`src/apu_pkg.sv`:
```
// Shared constants and types for the active particle update block.
package apu_pkg;

    localparam int POSITION_BITS = 32;
    localparam int ANGLE_BITS    = 16;

    localparam int NOISE_W = 16;
    localparam int STEP_W  = 24;
    localparam int GAIN_W  = 16;
    localparam int BOX_W   = 31;

    localparam int CFG_IDX_W  = 2;
    localparam int CFG_DATA_W = 31;

    localparam logic [STEP_W-1:0] STEP_RESET = STEP_W'(655);
    localparam logic [GAIN_W-1:0] GAIN_RESET = GAIN_W'(256);
    localparam logic [BOX_W-1:0]  BOX_RESET  = BOX_W'(6553600);

    // sine magnitude: unsigned Q16 in 0..65536
    localparam int TRIG_W = 17;
    localparam logic [TRIG_W-1:0] TRIG_ONE = TRIG_W'(65536);
    localparam logic [TRIG_W-1:0] POLY_A   = TRIG_W'(102944);
    localparam logic [TRIG_W-1:0] POLY_B   = TRIG_W'(42048);
    localparam logic [TRIG_W-1:0] POLY_C   = TRIG_W'(4640);

    typedef enum logic [CFG_IDX_W-1:0] {
        CFG_STEP_LENGTH = 2'd0,
        CFG_NOISE_GAIN  = 2'd1,
        CFG_BOX_WIDTH   = 2'd2,
        CFG_BOX_HEIGHT  = 2'd3
    } t_cfg_idx;

endpackage

```
`src/apu_sine.sv`:
```
// Four-stage quarter-wave sine polynomial, Horner form, one product per stage.
module apu_sine (
    input  logic                             i_clk,
    input  logic                             i_en,
    input  logic [apu_pkg::TRIG_W-1:0]       i_arg,
    output logic [apu_pkg::TRIG_W-1:0]       o_val
);

    localparam int TW = apu_pkg::TRIG_W;
    localparam int PW = 2 * TW;

    logic [TW-1:0] r1_arg, r1_z2;
    logic [TW-1:0] r2_arg, r2_z2, r2_t;
    logic [TW-1:0] r3_arg, r3_t;
    logic [TW-1:0] r4_val;

    logic [PW-1:0] n_sq, n_cz, n_tz, n_ta;
    logic [TW-1:0] n_z2, n_t2, n_t3, n_val;
    logic [PW-17:0] n_hi;

    always_comb begin
        n_sq  = PW'(i_arg) * PW'(i_arg);
        n_z2  = n_sq[TW+15:16];
        n_cz  = PW'(apu_pkg::POLY_C) * PW'(r1_z2);
        n_t2  = apu_pkg::POLY_B - n_cz[TW+15:16];
        n_tz  = PW'(r2_t) * PW'(r2_z2);
        n_t3  = apu_pkg::POLY_A - n_tz[TW+15:16];
        n_ta  = PW'(r3_t) * PW'(r3_arg);
        n_hi  = n_ta[PW-1:16];
        n_val = (n_hi > (PW-16)'(apu_pkg::TRIG_ONE)) ? apu_pkg::TRIG_ONE : n_hi[TW-1:0];
    end

    always_ff @(posedge i_clk) begin
        if (i_en) begin
            r1_arg <= i_arg;
            r1_z2  <= n_z2;
            r2_arg <= r1_arg;
            r2_z2  <= r1_z2;
            r2_t   <= n_t2;
            r3_arg <= r2_arg;
            r3_t   <= n_t3;
            r4_val <= n_val;
        end
    end

    assign o_val = r4_val;

endmodule

```
`config.mk`:
```
export PLATFORM = sky130hd
export DESIGN_NAME = apu_sine
export DESIGN_NICKNAME = d
export VERILOG_FILES = /design/src/apu_pkg.sv /design/src/apu_sine.sv
export SDC_FILE = /design/constraint.sdc
export NUM_CORES = 2
export LEC_CHECK = 0
export BUFFER_PORTS_ARGS = -buffer_cell sky130_fd_sc_hd__clkbuf_2
export CAP_MARGIN = 15
export CORE_MARGIN = 2
export CORE_UTILIZATION = 55
export CTS_CLUSTER_SIZE = 25
export DETAILED_ROUTE_END_ITERATION = 7
export GPL_TIMING_DRIVEN = 0
export PLACE_DENSITY_LB_ADDON = 0.25
export SETUP_SLACK_MARGIN = 0.1
export SLEW_MARGIN = 20
export SYNTH_ARGS = -nofsm -noshare
export SYNTH_HDL_FRONTEND = slang
export SYNTH_SLANG_ARGS = --single-unit
```
`constraint.sdc`:
```
create_clock -name i_clk -period 7.8 [get_ports i_clk]
set_input_delay 2.34 -clock i_clk [delete_from_list [all_inputs] [get_ports i_clk]]
set_output_delay 2.34 -clock i_clk [all_outputs]
set_load 0.01 [all_outputs]
```
# After elaboration in Yosys (flattened, before gate mapping)
# Index checks and enable logic that the tools add are counted.
[totals]
register_bits = 136
input_bits = 19
[op_classes]
add_sub_neg = 2
multipliers = 4
n_lt_le_gt_ge = 1
[op_table]
columns = ["op", "count"]
rows = [
  ["multiplier 17 x 17 -> 33 bit", 2],
  ["multiplier 17 x 17 -> 34 bit", 1],
  ["multiplier 8 x 17 -> 25 bit, first input constant", 1],
  ["greater-than comparator 18 x 17 -> 1 bit, second input constant", 1],
  ["subtractor 16 x 14 -> 17 bit, first input constant", 1],
  ["subtractor 17 bit, first input constant", 1],
]

# Longest topological paths before layout
[depth]
depth_word = 2
ltp_mapped = 26
depth_no_buf = 25

# Least setup slack after synthesis
# No wires, ideal clock.
[synth_path]
kind = "input-to-reg"
from = "input port i_arg[4] (netlist bit)"
to = "register r1_z2[13] (data pin)"
setup_time_ns = 0.259
t_arrival_ns = 7.999
required_time_ns = 7.541
setup_slack_ns = -0.458
stages = 24
path_buffers = 1
cell_sequence = "clkbuf_1 -> nand2_1 -> inv_1 -> fa_1 -> inv_1 -> fa_1 -> fa_1 -> inv_1 -> fa_1 -> inv_1 -> fa_1 -> inv_1 -> fa_1 -> ha_1 -> a21o_1 -> a21o_1 -> a21o_1 -> a21o_1 -> a221oi_2 -> o31ai_1 -> or2_1 -> a21o_1 -> a21o_1 -> xor2_1"
[synth_between]
elab_chain_len = 1
[synth_lines]
columns = ["item", "line_no", "rtl"]
rows = [
  ["from (decl)", "apu_sine.sv:5", "input logic [apu_pkg::TRIG_W-1:0] i_arg,"],
  ["multiplier 17 x 17 -> 33 bit", "apu_sine.sv:22", "n_sq = PW'(i_arg) * PW'(i_arg);"],
  ["net n_sq[29]", "apu_sine.sv:17", "logic [PW-1:0] n_sq, n_cz, n_tz, n_ta;"],
  ["to (signal assigned)", "apu_sine.sv:36", "r1_z2 <= n_z2;"],
  ["to (decl)", "apu_sine.sv:12", "logic [TW-1:0] r1_arg, r1_z2;"],
]
# The timed path passes the listed nets, and every way through them passes these cells.
# A chain may end at the register's enable or synchronous reset.

# Worst setup path in the final report
[layout_path]
from = "input port i_arg[2] (netlist bit)"
to = "register r1_z2[13] (data pin)"
# Same word-level chain as after synthesis.

==> results.md <==
- Status: finished, violations left
- Failing checks: setup timing
- Number of nets in the layout: 4535
- Startpoint types: input port
- Asr flop ratio synth: 0
- Maximum root-to-sink buffer count: 2
- RSZ-0062 raised after global routing: yes
- Routed Antenna Nets: 0
- Max-cap violation count: 0
- Global Route met3 Usage: 0.0418
- Crit path max-delay family: adder cells
- Most used flip-flop cell after synthesis: edfxtp_1
- Largest net degree at the start of global routing: 95
- Post-synthesis sequential area ratio: 0.125
- Starting Density: 0.553
- Reg2Reg Depth: 23
- Clock sink count: 135
- Crit. End Element: register
- TritonCTS clock tree: yes
- Grt ovf: 0
- Net Count, Synth: 4431
- Cell area after synthesis: 32400 um^2
- HP Class: register to register
- Crit Reg-Reg Startpoint: r2_t[8]
- Core area: 58700 um^2
- Top Ports: 36
- Clock Latency Late Sink: 0.44 ns
- Final setup viols: 6
- Die X: 247 um
- Met2 Track Usage GR: 0.433
- Post-Place Setup Slack: -1.22 ns
- Vias: 23.0k
- Area Growth Syn to Fin: 9.03%
- Post-Route WL: 74300 um
- TritonCTS buffer count: 17
- Max incr delay on CP: 0.56 ns
- Worst setup startpoint: i_arg[2]
- Post-Syn Area per Cell: 9.51 um^2
- Total Routing Usage GR: 0.258
- RePlAce Congestion: 0.923
- Most common cell in the synthesized netlist: inv_1
- Initial antenna violation count: 0
- Die area: 60900 um^2
- CTS H-tree depth: 4
- Area leader, netlist: fa_1
- Final Non-Filler Cells: 4301
- Period minus WS final: 7.96 ns
- Most frequent cells after synthesis: inv_1, fa_1, nand2_1
- Clock-pin slew on the worst setup and hold paths: 0.07 ns
- Fmax: 0.126 GHz
- Final clock skew: 0.0106 ns
- Worst rel slew slack: 0.327
- GRT busiest layer: met2
- Type of the worst setup path: input port to register
- Cell Rows: 89
- Fill cell count: 4999
- Min-delay src: r1_arg[12]
- Diodes inserted: 0
- Post-synth top area share: 0.388
- Design Area, Final: 35400 um^2
- FF+latch count, synth: 135
- WHS Path Cells: 0
- Top post-synthesis cells by area: fa_1, ha_1, edfxtp_1
- DIE HEIGHT: 247 um
- Final worst slack: -0.161 ns
- Layout cells sized above 1: 0.0825
- Post-synth cell types: 96
- Worst Path Max Fanout: 4
- DP Area: 33800 um^2
- CP max stage cell: fa_1
- Worst Hold Path EP: r2_arg[12]
- Hold-fix buffers, CTS: 0
- Vias in the first global route: 24.5k
- Slew Viols, Final: 0
- Root Driver: clkbuf_16
- DRT Pass-1 Iters: 5
- Crit share post-route: 1.02
- DR WL/cell: 17.3 um
- Worst Max-Slew Pin Slew: 1.01 ns
- I/O Buffers: 35
- Iteration-0 DRC Markers: 1414
- Reg2reg setup slack: 0.43 ns
- R2r endpoint: r3_t[14]
- Vias per inst: 5.34
- Residual DRC count: 0
- Worst Path Buf+Inv: 8
- DP HPWL: 61900 um
- Grt met1 use: 0.342
- First-pass GRT wire length: 124000 um
- Yosys warns: 0
- Arrival @ worst endpoint: 8.15 ns
- Post-Syn Instances: 3411
- CP required: 7.99 ns
- Post-Place Cells: 4220
- Critical Path Most Common Cell: fa_1
- Post-synth EDFFs: 135
- Final Hold Vio Count: 0
-- layer usage --
layer | wire length [um] | vias up | share of wire
met3 | 4870 | 164 | 0.066
met4 | 2580 | 0 | 0.035
met2 | 35800 | 762 | 0.48
li1 | - | 10600 | -
met5 | 0 | - | 0
met1 | 31100 | 11400 | 0.42
-- placed cells by master, fill, tap and decap left out, types with 6 or more instances in the layout --
cell type / instances
xor2_1: 35
buf_6: 6
inv_2: 10
nor3_1: 19
nand3_1: 21
and2_1: 279
nand2b_1: 9
nor2b_1: 9
a21oi_2: 13
o21ai_1: 10
ha_1: 367
o211ai_1: 8
a21o_1: 34
or3_1: 8
nand2_2: 12
clkbuf_8: 8
edfxtp_1: 135
xnor2_1: 51
and3_1: 15
buf_4: 46
o21ai_0: 34
clkbuf_16: 33
clkbuf_2: 45
fa_1: 620
o21a_1: 13
inv_6: 6
clkbuf_1: 51
fa_2: 8
buf_2: 8
nand2_1: 447
inv_1: 834
nor2_1: 62
a211oi_1: 8
nand4_1: 16
a21oi_1: 68
-- state kept, by name, indices dropped and copies added, names as in the netlist --
| name | count |
|---|---|
| r3_t | 17 |
| o_val | 17 |
| r2_t | 16 |
| r1_z2 | 17 |
| r1_arg | 17 |
| r3_arg | 17 |
| r2_z2 | 17 |
| r2_arg | 17 |
-- area by class of cell --
type,instances,area (um^2),share of cell area
buffer,104,706,0.0200
inverter,848,3200,0.0904
multi-input combinational,2323,25100,0.709
timing repair buffer,86,781,0.0221
clock inverter,14,163,0.00460
clock buffer,18,429,0.0121
sequential,135,4050,0.115
tap,773,967,0.0274
-- timing repair --
item | in CTS | in global routing
setup endpoints to repair | 24 | 30
pin swaps | 24 | 23
gates resized for setup | 78 | 97
buffers inserted | 38 | 14
-- logic make-up after synthesis --
kind of cell	after synthesis	synth area share
fa+ha+maj	1001	0.532
compound gates	279	0.0629
flops	135	0.125
buf+inv	953	0.111
xor+xnor	88	0.0238
simple gates	947	0.143
mux	8	0.00270
-- through the flow --
step                utilization  hold WS, ns  setup TNS [ns]
global route              0.603        0.418           -1.76
detailed placement        0.576        0.405          -13.38
finish                    0.603        0.412          -0.628
global placement          0.575        0.401          -12.98
CTS                       0.598        0.412          -0.255
floorplan                     -        0.400          -0.243
-- worst max-delay path by stage --
| stage | to | slack, ns | cells past startpoint |
|---|---|---|---|
| after detailed placement | r1_z2[15] | -1.22 | 21 |
| final | r1_z2[13] | -0.16 | 25 |
| after CTS | r1_z2[13] | -0.13 | 24 |
| after global placement | r1_z2[15] | -1.24 | 21 |
| after global routing | r1_z2[13] | -0.29 | 24 |
| after floorplan | r1_z2[13] | -0.18 | 22 |
Power is not shown: default switching activity piles up to over one toggle a cycle in this logic, so the estimate is an artifact.
